===== src/evr_pkg.sv =====
// shared types, constants and tables for the euler vector rotation unit
package evr_pkg;

  localparam int CORDIC_STAGES = 16;
  localparam int ATAN_ENTRIES  = 31;
  localparam int CORDIC_DEPTH  = (CORDIC_STAGES < ATAN_ENTRIES) ? CORDIC_STAGES : ATAN_ENTRIES;
  localparam int SHW           = $clog2(ATAN_ENTRIES);

  localparam int VW   = 40;         // intermediate vector width
  localparam int CW   = 20;         // cordic x, y, z width
  localparam int PW   = VW + CW;    // product width
  localparam int MAGW = 48;         // magnitude of angle in q.32
  localparam int TW   = 36;         // reduced angle in q.32
  localparam int REDUCE_STEPS = 13; // quotient bits of the 2*pi reduction
  localparam int RSHW = $clog2(REDUCE_STEPS);

  localparam logic [MAGW-1:0]       TWO_PI_MAG     = 48'd26986075409;
  localparam logic signed [TW-1:0]  TWO_PI_Q32     = 36'sd26986075409;
  localparam logic signed [TW-1:0]  PI_Q32         = 36'sd13493037705;
  localparam logic signed [TW-1:0]  HALF_PI_Q32    = 36'sd6746518852;
  localparam logic signed [27:0]    DEG_TO_RAD_Q32 = 28'sd74961321;
  localparam logic signed [CW-1:0]  CORDIC_INIT_X  = 20'sd39797;

  localparam logic [1:0] PLANE_YZ = 2'd0;
  localparam logic [1:0] PLANE_ZX = 2'd1;
  localparam logic [1:0] PLANE_XY = 2'd2;

  localparam logic [1:0] ROT_FIRST = 2'd0;
  localparam logic [1:0] ROT_MID   = 2'd1;
  localparam logic [1:0] ROT_LAST  = 2'd2;

  localparam int LANE_ROLL  = 0;
  localparam int LANE_PITCH = 1;
  localparam int LANE_YAW   = 2;

  typedef struct packed {
    logic signed [31:0] vec_x;
    logic signed [31:0] vec_y;
    logic signed [31:0] vec_z;
    logic signed [31:0] roll_angle;
    logic signed [31:0] pitch_angle;
    logic signed [31:0] yaw_angle;
    logic               angles_in_degrees;
    logic               reverse_order;
  } evr_in_t;

  typedef struct packed {
    logic signed [31:0] rot_x;
    logic signed [31:0] rot_y;
    logic signed [31:0] rot_z;
    logic               saturated;
  } evr_out_t;

  typedef struct packed {
    logic signed [VW-1:0] x;
    logic signed [VW-1:0] y;
    logic signed [VW-1:0] z;
  } vec3_t;

  typedef struct packed {
    logic            neg;
    logic [MAGW-1:0] mag;
  } red_lane_t;

  typedef struct packed {
    logic                  valid;
    logic                  rev;
    vec3_t                 vec;
    red_lane_t [2:0]       lane;
  } red_t;

  typedef struct packed {
    logic                 flip;
    logic signed [CW-1:0] x;
    logic signed [CW-1:0] y;
    logic signed [CW-1:0] z;
  } cor_lane_t;

  typedef struct packed {
    logic            valid;
    logic            rev;
    vec3_t           vec;
    cor_lane_t [2:0] lane;
  } cor_t;

  typedef struct packed {
    logic signed [CW-1:0] s;
    logic signed [CW-1:0] c;
  } sc_t;

  typedef struct packed {
    logic      valid;
    logic      rev;
    vec3_t     vec;
    sc_t [2:0] sc;
  } rot_t;

  function automatic logic [CW-1:0] atan_q16(input logic [SHW-1:0] i);
    logic [CW-1:0] v;
    case (i)
      5'd0:    v = 20'd51472;
      5'd1:    v = 20'd30386;
      5'd2:    v = 20'd16055;
      5'd3:    v = 20'd8150;
      5'd4:    v = 20'd4091;
      5'd5:    v = 20'd2047;
      5'd6:    v = 20'd1024;
      5'd7:    v = 20'd512;
      5'd8:    v = 20'd256;
      5'd9:    v = 20'd128;
      5'd10:   v = 20'd64;
      5'd11:   v = 20'd32;
      5'd12:   v = 20'd16;
      5'd13:   v = 20'd8;
      5'd14:   v = 20'd4;
      5'd15:   v = 20'd2;
      5'd16:   v = 20'd1;
      default: v = '0;
    endcase
    return v;
  endfunction

endpackage


===== src/evr_cordic_cell.sv =====
// one rotation-mode cordic iteration for the three angle lanes
module evr_cordic_cell import evr_pkg::*; (
  input  logic           clk,
  input  logic           rst,
  input  logic           en,
  input  logic [SHW-1:0] step,
  input  cor_t           d_in,
  output cor_t           d_out
);

  logic signed [CW-1:0] xs [3];
  logic signed [CW-1:0] ys [3];
  logic signed [CW-1:0] zs [3];
  logic signed [CW-1:0] dx [3];
  logic signed [CW-1:0] dy [3];
  logic signed [CW-1:0] at;
  cor_t                 nxt;

  always_comb begin
    nxt = d_in;
    at  = $signed(atan_q16(step));
    for (int k = 0; k < 3; k++) begin
      xs[k] = d_in.lane[k].x;
      ys[k] = d_in.lane[k].y;
      zs[k] = d_in.lane[k].z;
      dx[k] = ys[k] >>> step;
      dy[k] = xs[k] >>> step;
      if (!zs[k][CW-1]) begin
        nxt.lane[k].x = xs[k] - dx[k];
        nxt.lane[k].y = ys[k] + dy[k];
        nxt.lane[k].z = zs[k] - at;
      end else begin
        nxt.lane[k].x = xs[k] + dx[k];
        nxt.lane[k].y = ys[k] - dy[k];
        nxt.lane[k].z = zs[k] + at;
      end
    end
  end

  always_ff @(posedge clk) begin
    if (rst) begin
      d_out.valid <= 1'b0;
    end else if (en) begin
      d_out.valid <= d_in.valid;
    end
  end

  always_ff @(posedge clk) begin
    if (en) begin
      d_out.rev  <= nxt.rev;
      d_out.vec  <= nxt.vec;
      d_out.lane <= nxt.lane;
    end
  end

endmodule


===== config.mk =====
export PLATFORM = sky130hd
export DESIGN_NAME = evr_cordic_cell
export DESIGN_NICKNAME = d
export VERILOG_FILES = /design/src/evr_pkg.sv /design/src/evr_cordic_cell.sv
export SDC_FILE = /design/constraint.sdc
export NUM_CORES = 1
export LEC_CHECK = 0
export BUFFER_PORTS_ARGS = -buffer_cell sky130_fd_sc_hd__buf_2
export CAP_MARGIN = 20
export CORE_UTILIZATION = 45
export DETAILED_ROUTE_END_ITERATION = 8
export GPL_TIMING_DRIVEN = 0
export PLACE_DENSITY_LB_ADDON = 0.08
export SLEW_MARGIN = 40
export SYNTH_ARGS = -nofsm -noshare
export SYNTH_HDL_FRONTEND = slang
export SYNTH_SLANG_ARGS = --single-unit

===== constraint.sdc =====
create_clock -name clk -period 17.9 [get_ports clk]
set_clock_uncertainty 0.15 [all_clocks]
set_input_delay 3.58 -clock clk [delete_from_list [all_inputs] [get_ports clk]]
set_output_delay 3.58 -clock clk [all_outputs]
set_load 0.05 [all_outputs]

# Word-level counts from Yosys, hierarchy flattened

Memory sizes are Yosys's and may differ from the RTL's.
Cells that the tools add are included.

Word-level logic and storage cells: 45
ROM bits: 512
Bits of input ports: 313
Memories kept: 1
Register bits: 305

Memories:

| memory          | depth | width | rd ports | clocked after memory_dff | wr ports | line           | RTL |
|---|---|---|---|---|---|---|---|
| (no name shown) | 32    | 16    | 1        | 0                        | 0        | evr_pkg.sv:100 | `case (i)` |

$add $sub $neg: 18
Muxes and demuxes: 3
Shift-type cells: 6

Operators by type and width:

| cell             | count |
|---|---|
| $add A20 B20 Y20 | 9 |
| $mux W60         | 3 |
| $sub A20 B20 Y20 | 9 |
| $sshr A20 B5 Y20 | 6 |

# Logic depth before layout (Yosys ltp)

Depth after elaboration: 3
Mapped depth: 28
Gate-level depth less buffers: 23

# Worst setup path before layout

OpenSTA, ideal clock, no wires.

Kind: input -> register
Start point: input step[1]
End point: register d_out[80] (netlist name) (data pin)
Stages on the path: 26
Data arrival time: 8.646 ns
Buffers on the path: 5
Setup slack: 8.841 ns
Cell sequence: clkbuf_1 > clkinv_1 > buf_4 > buf_1 > clkbuf_1 > ha_1 > and3_1 > o21ai_0 > ha_1 > and3_1 > nor3b_1 > nor3b_1 > and3_1 > nor2_1 > xnor2_1 > ha_1 > clkbuf_1 > a21oi_1 > o21ai_0 > nor2b_1 > a21oi_1 > o41ai_1 > o41ai_1 > o21bai_1 > a21oi_1 > xor2_1

RTL lines:

| item        | line                 | RTL |
|---|---|---|
| from (decl) | evr_cordic_cell.sv:6 | `input logic [SHW-1:0] step,` |
| to (decl)   | evr_cordic_cell.sv:8 | `output cor_t d_out` |

==> impl_metrics.env <==
export IMPL_htree_levels=2
export IMPL_clk_pin_slew_ps=60
export IMPL_crit_family="buffers and inverters"
export IMPL_grt_overflow_total=0
export IMPL_grt_pass1_vias=25990
export IMPL_worstPathArrival_ps=11360
export IMPL_ant_nets=0
export IMPL_cellLeakagePower_nw=13.82
export IMPL_crit_path_end_kind="flip-flop"
export IMPL_ios=618
export IMPL_slew_violations=0
export IMPL_dieHeight_um=248.1
export IMPL_antenna_found_initial=11
export IMPL_cts_root_buf="clkbuf_16"
export IMPL_synth_seq_area_share=0.3356
export IMPL_stdcell_count=4170
export IMPL_holdBufCountCts=0
export IMPL_hold_violations=0
export IMPL_area_growth_syn_to_layout_pct=19.85
export IMPL_syn_num_nets=3218
export IMPL_syn_inst=2702
export IMPL_cts_tree="yes"
export IMPL_vias_per_cell=6.451
export IMPL_post_dp_cell_area_sq_mm=0.03152
export IMPL_rows=89
export IMPL_vdd_drop_max_mv=0.1107
export IMPL_die_x_um=248.1
export IMPL_top_regs="d_out: 305 flops"
export IMPL_drc=0
export IMPL_p_per_area_mw_per_mm2=103.4
export IMPL_fp_dieArea_sq_mm=0.06157
export IMPL_synth_cell_types=106
export IMPL_drt_iter0_markers=2943
export IMPL_drtPass1Iterations=7
export IMPL_maxCapViolCount=0
export IMPL_clock_path_buffers=3
export IMPL_clk_latency_ps=550
export IMPL_critPathKind="input pin to flip-flop"
export IMPL_start_util=0.4584
export IMPL_crit_chain="buf_2, clkbuf_1, clkinv_1, buf_4, buf_2, clkbuf_2, ha_1, and3_1, o21ai_0, ha_1, and3_1, nor3b_1, nor3b_1, nor2_1, xnor2_1, ha_1, o2111a_1, a221oi_1, a21oi_1, a221oi_1, a21oi_1, a21o_1, a21oi_1, xor2_1"
export IMPL_slew_headroom=0.3047
export IMPL_tns_ps=0
export IMPL_regMostFlops="d_out"
export IMPL_min_path_type="flip-flop to flip-flop"
export IMPL_status="finished clean"
export IMPL_finalWeightedCongestion=1.050
export IMPL_synth_edf_count=304
export IMPL_vias=26900
export IMPL_drive_gt1_frac=0.2826
export IMPL_fin_util=0.5494
export IMPL_fin_hold_ws_ps=430.4
export IMPL_synthFlopType="edfxtp_1"
export IMPL_max_freq_ghz=0.08978
export IMPL_worstPathBufferInverterCount=6
export IMPL_min_period_ps=11140
export IMPL_min_period_over_period=0.6222
export IMPL_crit_slowest_cell="clkinv_1"
export IMPL_final_setup_viol_count=0
export IMPL_cts_sinks=305
export IMPL_cts_resized=0
export IMPL_slowest_delay_ps=580
export IMPL_avgSynthCellArea_sq_um=10.09
export IMPL_cts_buffers=36
export IMPL_start_kind="input pin"
export IMPL_dpl_worst_slack_ps=6626
export IMPL_rsz0062_at_grt="no"
export IMPL_drt_wl_total_mm=126.2
export IMPL_setup_ws_ps=6762
export IMPL_fin_total_pwr_mw=3.377
export IMPL_core_area_sq_mm=0.05946
export IMPL_fillCellCount=5286
export IMPL_final_area_sq_mm=0.03267
export IMPL_tightestPinTransition_ps=1043
export IMPL_synthesis_area_sq_mm=0.02726
export IMPL_worstPathMaxFanout=12
export IMPL_largest_reg_flops=305
export IMPL_dp_hpwl_mm=98.44
export IMPL_dp_cells=4096
export IMPL_grtUsageTotal=0.3947
export IMPL_synthArstFlopShare=0
export IMPL_port_buffers=612
export IMPL_grt_max_degree=83
export IMPL_wl_per_cell_um=30.26
export IMPL_worstPathRequired_ps=18120
export IMPL_synth_seq_cells=305
export IMPL_yosys_warnings=0
export IMPL_final_nets=3879
export IMPL_postCtsSetupRepairBufs=0
export IMPL_grt_pass1_wl_mm=175.5
## cell type report
| class | instances | area (sq um) | area share |
|---|---|---|---|
| Multi-Input combinational cell | 2180 | 17080 | 0.5227 |
| Sequential cell | 305 | 9149 | 0.2800 |
| Timing Repair Buffer | 623 | 3223 | 0.09865 |
| Tap cell | 773 | 967.2 | 0.02960 |
| Clock buffer | 40 | 915.9 | 0.02803 |
| Buffer | 142 | 849.6 | 0.02600 |
| Inverter | 75 | 281.5 | 0.008617 |
| Clock inverter | 22 | 183.9 | 0.005630 |
| Antenna cell | 10 | 25.02 | 0.0007659 |
## power by group
group / switching (mW) / internal (mW) / leakage, nW / total, mW
Sequential: 0.0362 / 0.970 / 2.98 / 1.01
Combinational: 1.16 / 0.504 / 10.3 / 1.66
Clock: 0.311 / 0.399 / 0.543 / 0.710
Total: 1.50 / 1.87 / 13.8 / 3.38
## layer usage
layer | part of all wire | wire length [um] | up-vias | track usage
met5 | 0.00029 | 36 | - | 0
met4 | 0.054 | 6806 | 6 | 0.2000
met3 | 0.10 | 13040 | 385 | 0.09610
met2 | 0.45 | 57260 | 1736 | 0.6298
met1 | 0.39 | 49040 | 13120 | 0.4967
li1 | - | - | 11650 | -
## layout by cell type, fill, tap and decap left out, drive strengths merged, types with 31 or more instances in the layout
master / count
mux2i: 73
mux2: 64
nand3: 48
nand2: 196
nor2b: 31
a21o: 48
a31oi: 36
mux4: 85
nor3: 71
edfxtp: 304
a21oi: 196
xor2: 93
xnor2: 188
and3: 39
buf: 693
o21ai: 119
inv: 76
nor2: 237
clkbuf: 112
ha: 194
## cells in the mapped netlist (67+ instances only)
library cell	instances	area share
mux2i_1	72	0.026
nor2_1	237	0.033
xor2_1	93	0.030
nor3_1	67	0.012
inv_1	73	0.010
edfxtp_1	304	0.33
a21oi_1	196	0.036
nand2_1	196	0.027
o21ai_0	117	0.021
ha_1	194	0.089
mux4_2	70	0.058
xnor2_1	188	0.060
## final timing paths
kind / from / endpoint / slack (ps) / cells past startpoint
setup / recovery: step[1] / d_out[141] / 6760 / 24
hold / removal: d_out[304] / d_out[304] / 430 / 2
setup reg to reg: d_out[304] / d_out[304] / 17100 / 2
hold reg to reg: d_out[304] / d_out[304] / 430 / 2
## logic make-up after synthesis
family | Yosys count | synth area share
adder cells (fa/ha/maj) | 203 | 0.09565
multiplexers | 222 | 0.1257
buffers and inverters | 217 | 0.04062
AO/OA/AOI/OAI | 711 | 0.1749
flip-flops | 305 | 0.3356
AND/OR/NAND/NOR | 763 | 0.1372
XOR/XNOR | 281 | 0.09028
## tightest hold or removal path, delay by kind of cell, from the launching register on
family           cells  cell delay (ps)
and+or+nand+nor      1               60
muxes                1              140
DFF                  1              340
Power figures use the tool's default switching activity.
