**src/evr_pkg.sv**
```systemverilog
// shared types, constants and tables for the euler vector rotation unit
package evr_pkg;

  localparam int CORDIC_STAGES = 16;
  localparam int ATAN_ENTRIES  = 31;
  localparam int CORDIC_DEPTH  = (CORDIC_STAGES < ATAN_ENTRIES) ? CORDIC_STAGES : ATAN_ENTRIES;
  localparam int SHW           = $clog2(ATAN_ENTRIES);

  localparam int VW   = 40;         // intermediate vector width
  localparam int CW   = 20;         // cordic x, y, z width
  localparam int PW   = VW + CW;    // product width
  localparam int MAGW = 48;         // magnitude of angle in q.32
  localparam int TW   = 36;         // reduced angle in q.32
  localparam int REDUCE_STEPS = 13; // quotient bits of the 2*pi reduction
  localparam int RSHW = $clog2(REDUCE_STEPS);

  localparam logic [MAGW-1:0]       TWO_PI_MAG     = 48'd26986075409;
  localparam logic signed [TW-1:0]  TWO_PI_Q32     = 36'sd26986075409;
  localparam logic signed [TW-1:0]  PI_Q32         = 36'sd13493037705;
  localparam logic signed [TW-1:0]  HALF_PI_Q32    = 36'sd6746518852;
  localparam logic signed [27:0]    DEG_TO_RAD_Q32 = 28'sd74961321;
  localparam logic signed [CW-1:0]  CORDIC_INIT_X  = 20'sd39797;

  localparam logic [1:0] PLANE_YZ = 2'd0;
  localparam logic [1:0] PLANE_ZX = 2'd1;
  localparam logic [1:0] PLANE_XY = 2'd2;

  localparam logic [1:0] ROT_FIRST = 2'd0;
  localparam logic [1:0] ROT_MID   = 2'd1;
  localparam logic [1:0] ROT_LAST  = 2'd2;

  localparam int LANE_ROLL  = 0;
  localparam int LANE_PITCH = 1;
  localparam int LANE_YAW   = 2;

  typedef struct packed {
    logic signed [31:0] vec_x;
    logic signed [31:0] vec_y;
    logic signed [31:0] vec_z;
    logic signed [31:0] roll_angle;
    logic signed [31:0] pitch_angle;
    logic signed [31:0] yaw_angle;
    logic               angles_in_degrees;
    logic               reverse_order;
  } evr_in_t;

  typedef struct packed {
    logic signed [31:0] rot_x;
    logic signed [31:0] rot_y;
    logic signed [31:0] rot_z;
    logic               saturated;
  } evr_out_t;

  typedef struct packed {
    logic signed [VW-1:0] x;
    logic signed [VW-1:0] y;
    logic signed [VW-1:0] z;
  } vec3_t;

  typedef struct packed {
    logic            neg;
    logic [MAGW-1:0] mag;
  } red_lane_t;

  typedef struct packed {
    logic                  valid;
    logic                  rev;
    vec3_t                 vec;
    red_lane_t [2:0]       lane;
  } red_t;

  typedef struct packed {
    logic                 flip;
    logic signed [CW-1:0] x;
    logic signed [CW-1:0] y;
    logic signed [CW-1:0] z;
  } cor_lane_t;

  typedef struct packed {
    logic            valid;
    logic            rev;
    vec3_t           vec;
    cor_lane_t [2:0] lane;
  } cor_t;

  typedef struct packed {
    logic signed [CW-1:0] s;
    logic signed [CW-1:0] c;
  } sc_t;

  typedef struct packed {
    logic      valid;
    logic      rev;
    vec3_t     vec;
    sc_t [2:0] sc;
  } rot_t;

  function automatic logic [CW-1:0] atan_q16(input logic [SHW-1:0] i);
    logic [CW-1:0] v;
    case (i)
      5'd0:    v = 20'd51472;
      5'd1:    v = 20'd30386;
      5'd2:    v = 20'd16055;
      5'd3:    v = 20'd8150;
      5'd4:    v = 20'd4091;
      5'd5:    v = 20'd2047;
      5'd6:    v = 20'd1024;
      5'd7:    v = 20'd512;
      5'd8:    v = 20'd256;
      5'd9:    v = 20'd128;
      5'd10:   v = 20'd64;
      5'd11:   v = 20'd32;
      5'd12:   v = 20'd16;
      5'd13:   v = 20'd8;
      5'd14:   v = 20'd4;
      5'd15:   v = 20'd2;
      5'd16:   v = 20'd1;
      default: v = '0;
    endcase
    return v;
  endfunction

endpackage

```
**src/evr_reduce_cell.sv**
```systemverilog
// one compare-subtract step of the modulo 2*pi angle reduction, three lanes
module evr_reduce_cell import evr_pkg::*; (
  input  logic            clk,
  input  logic            rst,
  input  logic            en,
  input  logic [RSHW-1:0] shift,
  input  red_t            d_in,
  output red_t            d_out
);

  logic [MAGW-1:0] divisor;
  red_t            nxt;

  always_comb begin
    divisor = TWO_PI_MAG << shift;
    nxt = d_in;
    for (int k = 0; k < 3; k++) begin
      if (d_in.lane[k].mag >= divisor) begin
        nxt.lane[k].mag = d_in.lane[k].mag - divisor;
      end
    end
  end

  always_ff @(posedge clk) begin
    if (rst) begin
      d_out.valid <= 1'b0;
    end else if (en) begin
      d_out.valid <= d_in.valid;
    end
  end

  always_ff @(posedge clk) begin
    if (en) begin
      d_out.rev  <= nxt.rev;
      d_out.vec  <= nxt.vec;
      d_out.lane <= nxt.lane;
    end
  end

endmodule

```
**config.mk**
```make
export PLATFORM = sky130hd
export DESIGN_NAME = evr_reduce_cell
export DESIGN_NICKNAME = d
export VERILOG_FILES = /design/src/evr_pkg.sv /design/src/evr_reduce_cell.sv
export SDC_FILE = /design/constraint.sdc
export NUM_CORES = 1
export LEC_CHECK = 0
export BUFFER_PORTS_ARGS = -buffer_cell sky130_fd_sc_hd__buf_2
export CELL_PAD_IN_SITES_DETAIL_PLACEMENT = 2
export CELL_PAD_IN_SITES_GLOBAL_PLACEMENT = 2
export CORE_MARGIN = 5
export CORE_UTILIZATION = 32
export CTS_BUF_LIST = sky130_fd_sc_hd__clkbuf_8 sky130_fd_sc_hd__clkbuf_16
export DETAILED_ROUTE_END_ITERATION = 8
export PLACE_DENSITY = 0.87
export SLEW_MARGIN = 30
export SYNTH_ARGS = -nofsm -noshare
export SYNTH_HDL_FRONTEND = slang
export SYNTH_SLANG_ARGS = --single-unit
```
**constraint.sdc**
```tcl
create_clock -name clk -period 5.6 [get_ports clk]
set_input_delay 0.84 -clock clk [delete_from_list [all_inputs] [get_ports clk]]
set_output_delay 0.84 -clock clk [all_outputs]
set_load 0.01 [all_outputs]
```
Yosys cells after proc, flatten, opt, wreduce, memory -nomap -nowiden:

Index checks and enable logic that the tools add are counted.

* add/subtract/negate cells: 3
* $lt $le $gt $ge: 3
* shifts and indexed selects: 1
* multiplexer cells: 3

Operator list (count)
* $ge 48x48->1: 3
* $mux 48: 3
* $sub 48x48->48: 3
* $shl 35x4->48 const A: 1

* bits in registers: 269
* input bits: 276
* output and inout port bits: 269
* logic and storage cells: 21

Logic depth before layout (Yosys ltp):

Gate-level depths: netlist of run 1.

* depth after elaboration: 3
* mapped depth: 21
* mapped depth without buffers: 18

Worst setup path before layout of run 1:

Ideal clock, no wire load.

* path kind: input-to-reg
* from: input shift[1]
* to: register d_out[10] (netlist bit) (data pin)
* library setup time: 0.260 ns
* data arrival time: 4.746 ns
* data required time: 5.340 ns
* slack: 0.593 ns
* cell stages on the path: 18
* buffers on the path: 3
* cells stage by stage: inv_1 -> ha_1 -> clkbuf_1 -> or2_2 -> o221ai_1 -> ha_1 -> clkbuf_1 -> and3_1 -> nor4bb_1 -> and4_1 -> a21boi_0 -> or3b_4 -> o31a_4 -> a31oi_4 -> a2111o_2 -> nand2_4 -> buf_6 -> mux2_4

RTL lines
* start: declaration: line evr_reduce_cell.sv:6 `input logic [RSHW-1:0] shift,`
* end: declaration: line evr_reduce_cell.sv:8 `output red_t d_out`

==> flow_metrics.tcl, run 1 <==
set metrics [dict create \
    grt_pass1_wl_um 128300 \
    synth_area_um2 18500 \
    timing.fmax_mhz 189.3 \
    drive_gt1_frac 0.3190 \
    first_iter_violations 900 \
    via_per_inst 5.432 \
    status "completed" \
    design.die.area_um2 62720 \
    antenna_left 0 \
    regMostFlops "d_out" \
    h-tree-depth 1 \
    gp_congestion 0.9947 \
    ys_ff_latch 269 \
    hold_viol 0 \
    p_leak_nw 10.50 \
    fin_crit_sh 0.9435 \
    die_h_um 250.4 \
    num-fill-cells 6372 \
    post_cts_resized 0 \
    antenna_found_initial 24 \
    start_kind "input pin" \
    synth_cell_types 75 \
    hpwlAfterDp_um 76480 \
    end_kind "register" \
    synth-main-ff-cell "edfxtp_1" \
    finalNetCount 2869 \
    cts.clk_slew.worst_paths_ns 0.06 \
    start_util 0.3219 \
    syn_inst 1820 \
    ys_seq_area_frac 0.4361 \
    via_count 17600 \
    synth_nets 2248 \
    clock_latency_ns 0.60 \
    cts_num_sinks 269 \
    hold_class "in -> reg" \
    port_buffers 544 \
    cts_root_buf "clkbuf_16" \
    stdcell_area_um2 23910 \
    fin_crit_ns 5.284 \
    core_area_um2 57480 \
    grt_pass1_vias 19080 \
    layout_common_cells "543 x buf_2, 268 x edfxtp_1, 208 x a21oi_1" \
    drc 0 \
    setup_viol 0 \
    dpl-instance-area_um2 22840 \
    wl_per_cell_um 28.01 \
    tightestPinTransition_ns 1.039 \
    required_ns 5.92 \
    rsz0062_at_grt "no" \
    fp-row-count 88 \
    io_pins 545 \
    power.density_nw_per_um2 315.8 \
    slew_headroom 0.2998 \
    async_flop_share 0 \
    largestRegisters "d_out x269" \
    critical_path_arrival_ns 5.60 \
    total_power_mw 7.553 \
    place_ws_ns -0.1760 \
    synthToLayoutAreaGrowth_pct 29.27 \
    finalMaxSlewViolations 0 \
    postCtsHoldBufs 0 \
    synth_edf_count 268 \
    utilization 0.4161 \
    largest_register_ffs 269 \
    grt-ovfl-total 0 \
    die-width_um 250.4 \
    grt_max_degree 97 \
    layout_setup_ws_ns 0.3163 \
    ys_warn_count 0 \
    grtUsageTotal 0.2728 \
    finalWirelength_um 90770 \
    max_cap_violations 0 \
    cp_max_fo 52 \
    irDropWorstVdd_mv 0.2285 \
    firstDrtPassIters 5 \
    numCtsBuffers 31 \
    crit_type "in -> reg" \
    post_cts_buffers 0 \
    layout_commonest_cell "buf_2" \
    synth.avg_cell_area_um2 10.16 \
    cts_tree "built" \
    finClkSkew_ns 0 \
    clockBufferDepth 3 \
]
-- cells in the mapped netlist, types with 5 or more instances --
library cell    n  area share
or2_2           7      0.0024
nand4_1        26      0.0088
o21bai_1       30       0.012
mux2_2         20       0.012
edfxtp_1      268        0.44
nor4_1          8      0.0027
a211oi_1        8      0.0032
nand3_1        26      0.0070
nor2_1        123       0.025
xor2_1         61       0.029
o41ai_1         5      0.0024
mux2i_1         8      0.0043
a21oi_1       208       0.056
o211ai_1        9      0.0037
mux2_4         38       0.031
a31oi_1        26      0.0088
ha_1          149        0.10
o21ai_0       144       0.039
o31ai_1        13      0.0053
and2_1          6      0.0020
or3_1           7      0.0024
xnor2_1        71       0.034
nor2b_1        29      0.0098
a21boi_0        8      0.0032
nand2b_1       23      0.0078
nand2_1       164       0.033
a21o_1         75       0.030
o31a_1          8      0.0038
inv_1          47      0.0095
nor3_1         24      0.0065
clkbuf_1       58       0.012
and3_1         21      0.0071
o21a_1         23      0.0093
o22ai_1         5      0.0017
buf_6           5      0.0030
-- per-stage QoR --
step	setup TNS, ns	hold WS (ns)	cells
floorplan	0	0.5279	1820
CTS	0	0.3554	3229
global placement	0	0.4699	3173
detailed placement	-1.060	0.5074	3173
finish	0	0.3935	3241
global route	0	0.3741	3233
-- cells by family after synthesis --
| family | count (synthesis) | synth area share |
|---|---|---|
| flops | 269 | 0.4361 |
| simple gates | 480 | 0.1222 |
| compound gates | 601 | 0.1993 |
| fa+ha+maj | 157 | 0.1068 |
| mux | 66 | 0.04735 |
| buf+inv | 115 | 0.02577 |
| xor+xnor | 132 | 0.06250 |
-- where the power goes --
| group | internal (mW) | leakage [nW] | switching [mW] |
|---|---|---|---|
| logic | 1.10 | 7.34 | 1.64 |
| registers | 2.57 | 2.63 | 0.108 |
| clock network | 1.27 | 0.526 | 0.870 |
| total | 4.93 | 10.5 | 2.62 |
-- path summary, 6_finish.rpt --
path | startpoint | slack, ns | cells past startpoint | endpoint
max | shift[0] | 0.32 | 19 | d_out[118]
min | rst | 0.39 | 2 | d_out[268]
max reg2reg | d_out[268] | 5.00 | 2 | d_out[268]
min reg2reg | d_out[268] | 0.52 | 2 | d_out[268]
-- layer usage --
metal,share of wire,global-route usage,routed length [um],vias up
met5,0.0015,0,140,-
met3,0.061,0.06136,5537,168
met2,0.51,0.5067,46640,580
met4,0.043,0.1007,3869,18
li1,-,-,-,8080
met1,0.38,0.3042,34590,8758
-- area by class of cell --
class	instances	area [um^2]	area share
multi-input combinational	1436	9988	0.4177
sequential	269	8068	0.3374
timing repair buffer	656	3649	0.1526
tap	765	957.2	0.04003
clock buffer	31	775.7	0.03244
clock inverter	25	269.0	0.01125
inverter	47	176.4	0.007378
antenna	12	30.03	0.001256
-- worst max-delay path, cell delays in order --
cell      delay [ns]
buf_2           0.15
inv_1           0.13
ha_1            0.47
o32ai_1         0.73
buf_4           0.27
ha_1            0.27
nand3_1         0.16
nor4_1          0.33
o311ai_0        0.23
nand2_1         0.21
o31ai_1         0.13
buf_4           0.16
a21oi_1         0.11
o21ai_0         0.09
buf_4           0.16
a41oi_4         0.24
buf_12          0.27
nor2_1          0.09
a21oi_1         0.49
Note: power is estimated with default switching activity, not from simulation.
==> run 2, diff against run 1 <==
--- a/config.mk
+++ b/config.mk
@@ -5,12 +5,12 @@
 export SDC_FILE = /design/constraint.sdc
 export NUM_CORES = 1
 export LEC_CHECK = 0
+export ABC_CLOCK_PERIOD_IN_PS = 5600
 export BUFFER_PORTS_ARGS = -buffer_cell sky130_fd_sc_hd__buf_2
 export CELL_PAD_IN_SITES_DETAIL_PLACEMENT = 2
 export CELL_PAD_IN_SITES_GLOBAL_PLACEMENT = 2
 export CORE_MARGIN = 5
 export CORE_UTILIZATION = 32
-export CTS_BUF_LIST = sky130_fd_sc_hd__clkbuf_8 sky130_fd_sc_hd__clkbuf_16
 export DETAILED_ROUTE_END_ITERATION = 8
 export PLACE_DENSITY = 0.87
 export SLEW_MARGIN = 30
==> run 2 against run 1 <==
Wire length is essentially flat. Clock skew is the same. Setup slack gained 0.015 ns. Die area is the same. Register-to-register slack is essentially flat. Critical path depth is the same. Count of clock-buffer cells in the layout grew 3. Sequential cell count is the same. Worst hold slack is essentially flat. Final area is the same. Global-route usage is the same. Critical endpoint unchanged. Largest power group unchanged.
==> flow_metrics.tcl, run 2 (synthesized netlist as in run 1, its figures left out) <==
set metrics [dict create \
    status "completed" \
    hold_slack_ns 0.3939 \
    fin_crit_ns 5.269 \
    antenna_found_initial 24 \
    antenna_left 0 \
    p_sw_mw 2.619 \
    setup_viol 0 \
    crit_type "in -> reg" \
    rr_startpoint "d_out[268]" \
    die-width_um 250.4 \
    cts_num_sinks 269 \
    cts_root_buf "clkbuf_16" \
    grtUsageTotal 0.2728 \
    drive_gt1_frac 0.3190 \
    min-delay-start "rst" \
    postCtsHoldBufs 0 \
    largest_register_ffs 269 \
    stdcell_area_um2 23910 \
    comb_power_share 0.362 \
    first_iter_violations 893 \
    rr_worst_depth 2 \
    clock_latency_ns 0.60 \
    rsz0062_at_grt "no" \
    hold_class "in -> reg" \
    io_pins 545 \
    wl_per_cell_um 28.02 \
    fin_crit_sh 0.9409 \
    slew_headroom 0.3002 \
    power.internal_mw 4.938 \
    dpl-instance-area_um2 22840 \
    seqCellArea_um2 8068 \
    required_ns 5.92 \
    cts_tree "built" \
    tightestPinTransition_ns 1.039 \
    core_area_um2 57480 \
    max_cap_violations 0 \
    finalNonFillerCells 3241 \
    hold_viol 0 \
    firstDrtPassIters 5 \
    power.density_nw_per_um2 316.0 \
    finalMaxSlewViolations 0 \
    fin_tns_setup_ns 0 \
    cp_max_fo 52 \
    finalWirelength_um 90820 \
    grt_pass1_vias 19080 \
    start_kind "input pin" \
    regMostFlops "d_out" \
    cts.clk_slew.worst_paths_ns 0.06 \
    synthToLayoutAreaGrowth_pct 29.27 \
    swShare 0.3466 \
    design.die.area_um2 62720 \
    clockBufferDepth 3 \
    num-fill-cells 6372 \
    hpwlAfterDp_um 76480 \
    grt-ovfl-total 0 \
    r2r_setup_slack_ns 5.00 \
    via_per_inst 5.437 \
    die_h_um 250.4 \
    multi_input_area_um2 9988 \
    post_cts_resized 0 \
    post_cts_buffers 0 \
    fp-row-count 88 \
    end_kind "register" \
    grt_pass1_wl_um 128300 \
    dp_cells 3173 \
    via_count 17620 \
    layout_common_cells "543 x buf_2, 268 x edfxtp_1, 208 x a21oi_1" \
    start_util 0.3219 \
    irDropWorstVdd_mv 0.2281 \
    timing.fmax_mhz 189.8 \
    critical_path_arrival_ns 5.59 \
    hold_depth 2 \
    p_leak_nw 10.49 \
    finalNetCount 2869 \
    gp_congestion 0.9947 \
    p_seq_frac 0.354 \
    h-tree-depth 1 \
    drc 0 \
    clkPwrFrac 0.284 \
    numCtsBuffers 31 \
    port_buffers 544 \
    finClkSkew_ns 0 \
    min_to "d_out[268]" \
    layout_commonest_cell "buf_2" \
    reg2reg_to "d_out[268]" \
    largestRegisters "d_out x269" \
    grt_max_degree 97 \
]
## run 2: power by group through the flow
stage	Sequential, mW	Clock (mW)	Combinational, mW
3_3_place_gp	2.71	0	2.62
3_5_place_dp	2.72	0	2.72
6_report	2.67	2.15	2.74
2_1_floorplan	2.82	0	1.36
4_1_cts	2.68	2.21	2.74
5_1_grt	2.69	2.28	2.93
## run 2: metal layers
metal / track usage / up-vias / routed length, um
li1: - / 8081 / -
met1: 0.3042 / 8769 / 34600
met2: 0.5067 / 585 / 46650
met3: 0.06136 / 168 / 5545
met4: 0.1007 / 18 / 3878
met5: 0 / - / 140
## run 2: worst max-delay path by stage
stage,startpoint,to,slack (ns),depth (start not counted)
2_1_floorplan,shift[1],d_out[10],0.59,18
3_3_place_gp,shift[0],d_out[101],0.03,18
3_5_place_dp,shift[0],d_out[121],-0.18,19
4_1_cts,shift[0],d_out[118],0.45,19
5_1_grt,shift[0],d_out[118],0.14,19
6_report,shift[0],d_out[118],0.33,19
## run 2: critical path, stage by stage
cell      delay, ns
buf_2          0.15
inv_1          0.13
ha_1           0.47
o32ai_1        0.73
buf_4          0.27
ha_1           0.27
nand3_1        0.16
nor4_1         0.33
o311ai_0       0.23
nand2_1        0.21
o31ai_1        0.13
buf_4          0.16
a21oi_1        0.11
o21ai_0        0.09
buf_4          0.16
a41oi_4        0.24
buf_12         0.27
nor2_1         0.09
a21oi_1        0.47
## run 2: metrics by stage
step / power [mW] / setup WS (ns) / util
detailed placement: 5.431 / -0.1760 / 0.3974
global route: 7.904 / 0.1351 / 0.4157
CTS: 7.634 / 0.4455 / 0.4155
finish: 7.557 / 0.3311 / 0.4161
floorplan: 4.178 / 0.5934 / -
global placement: 5.325 / 0.03150 / 0.3974
## run 2: layout make-up
class	count	area share
clock inverters	22	0.01078
repair buffers	656	0.1526
clock buffers	34	0.03291
diodes	12	0.001256
inverters	47	0.007378
multi-input cells	1436	0.4177
well taps	765	0.04003
flip-flops and latches	269	0.3374
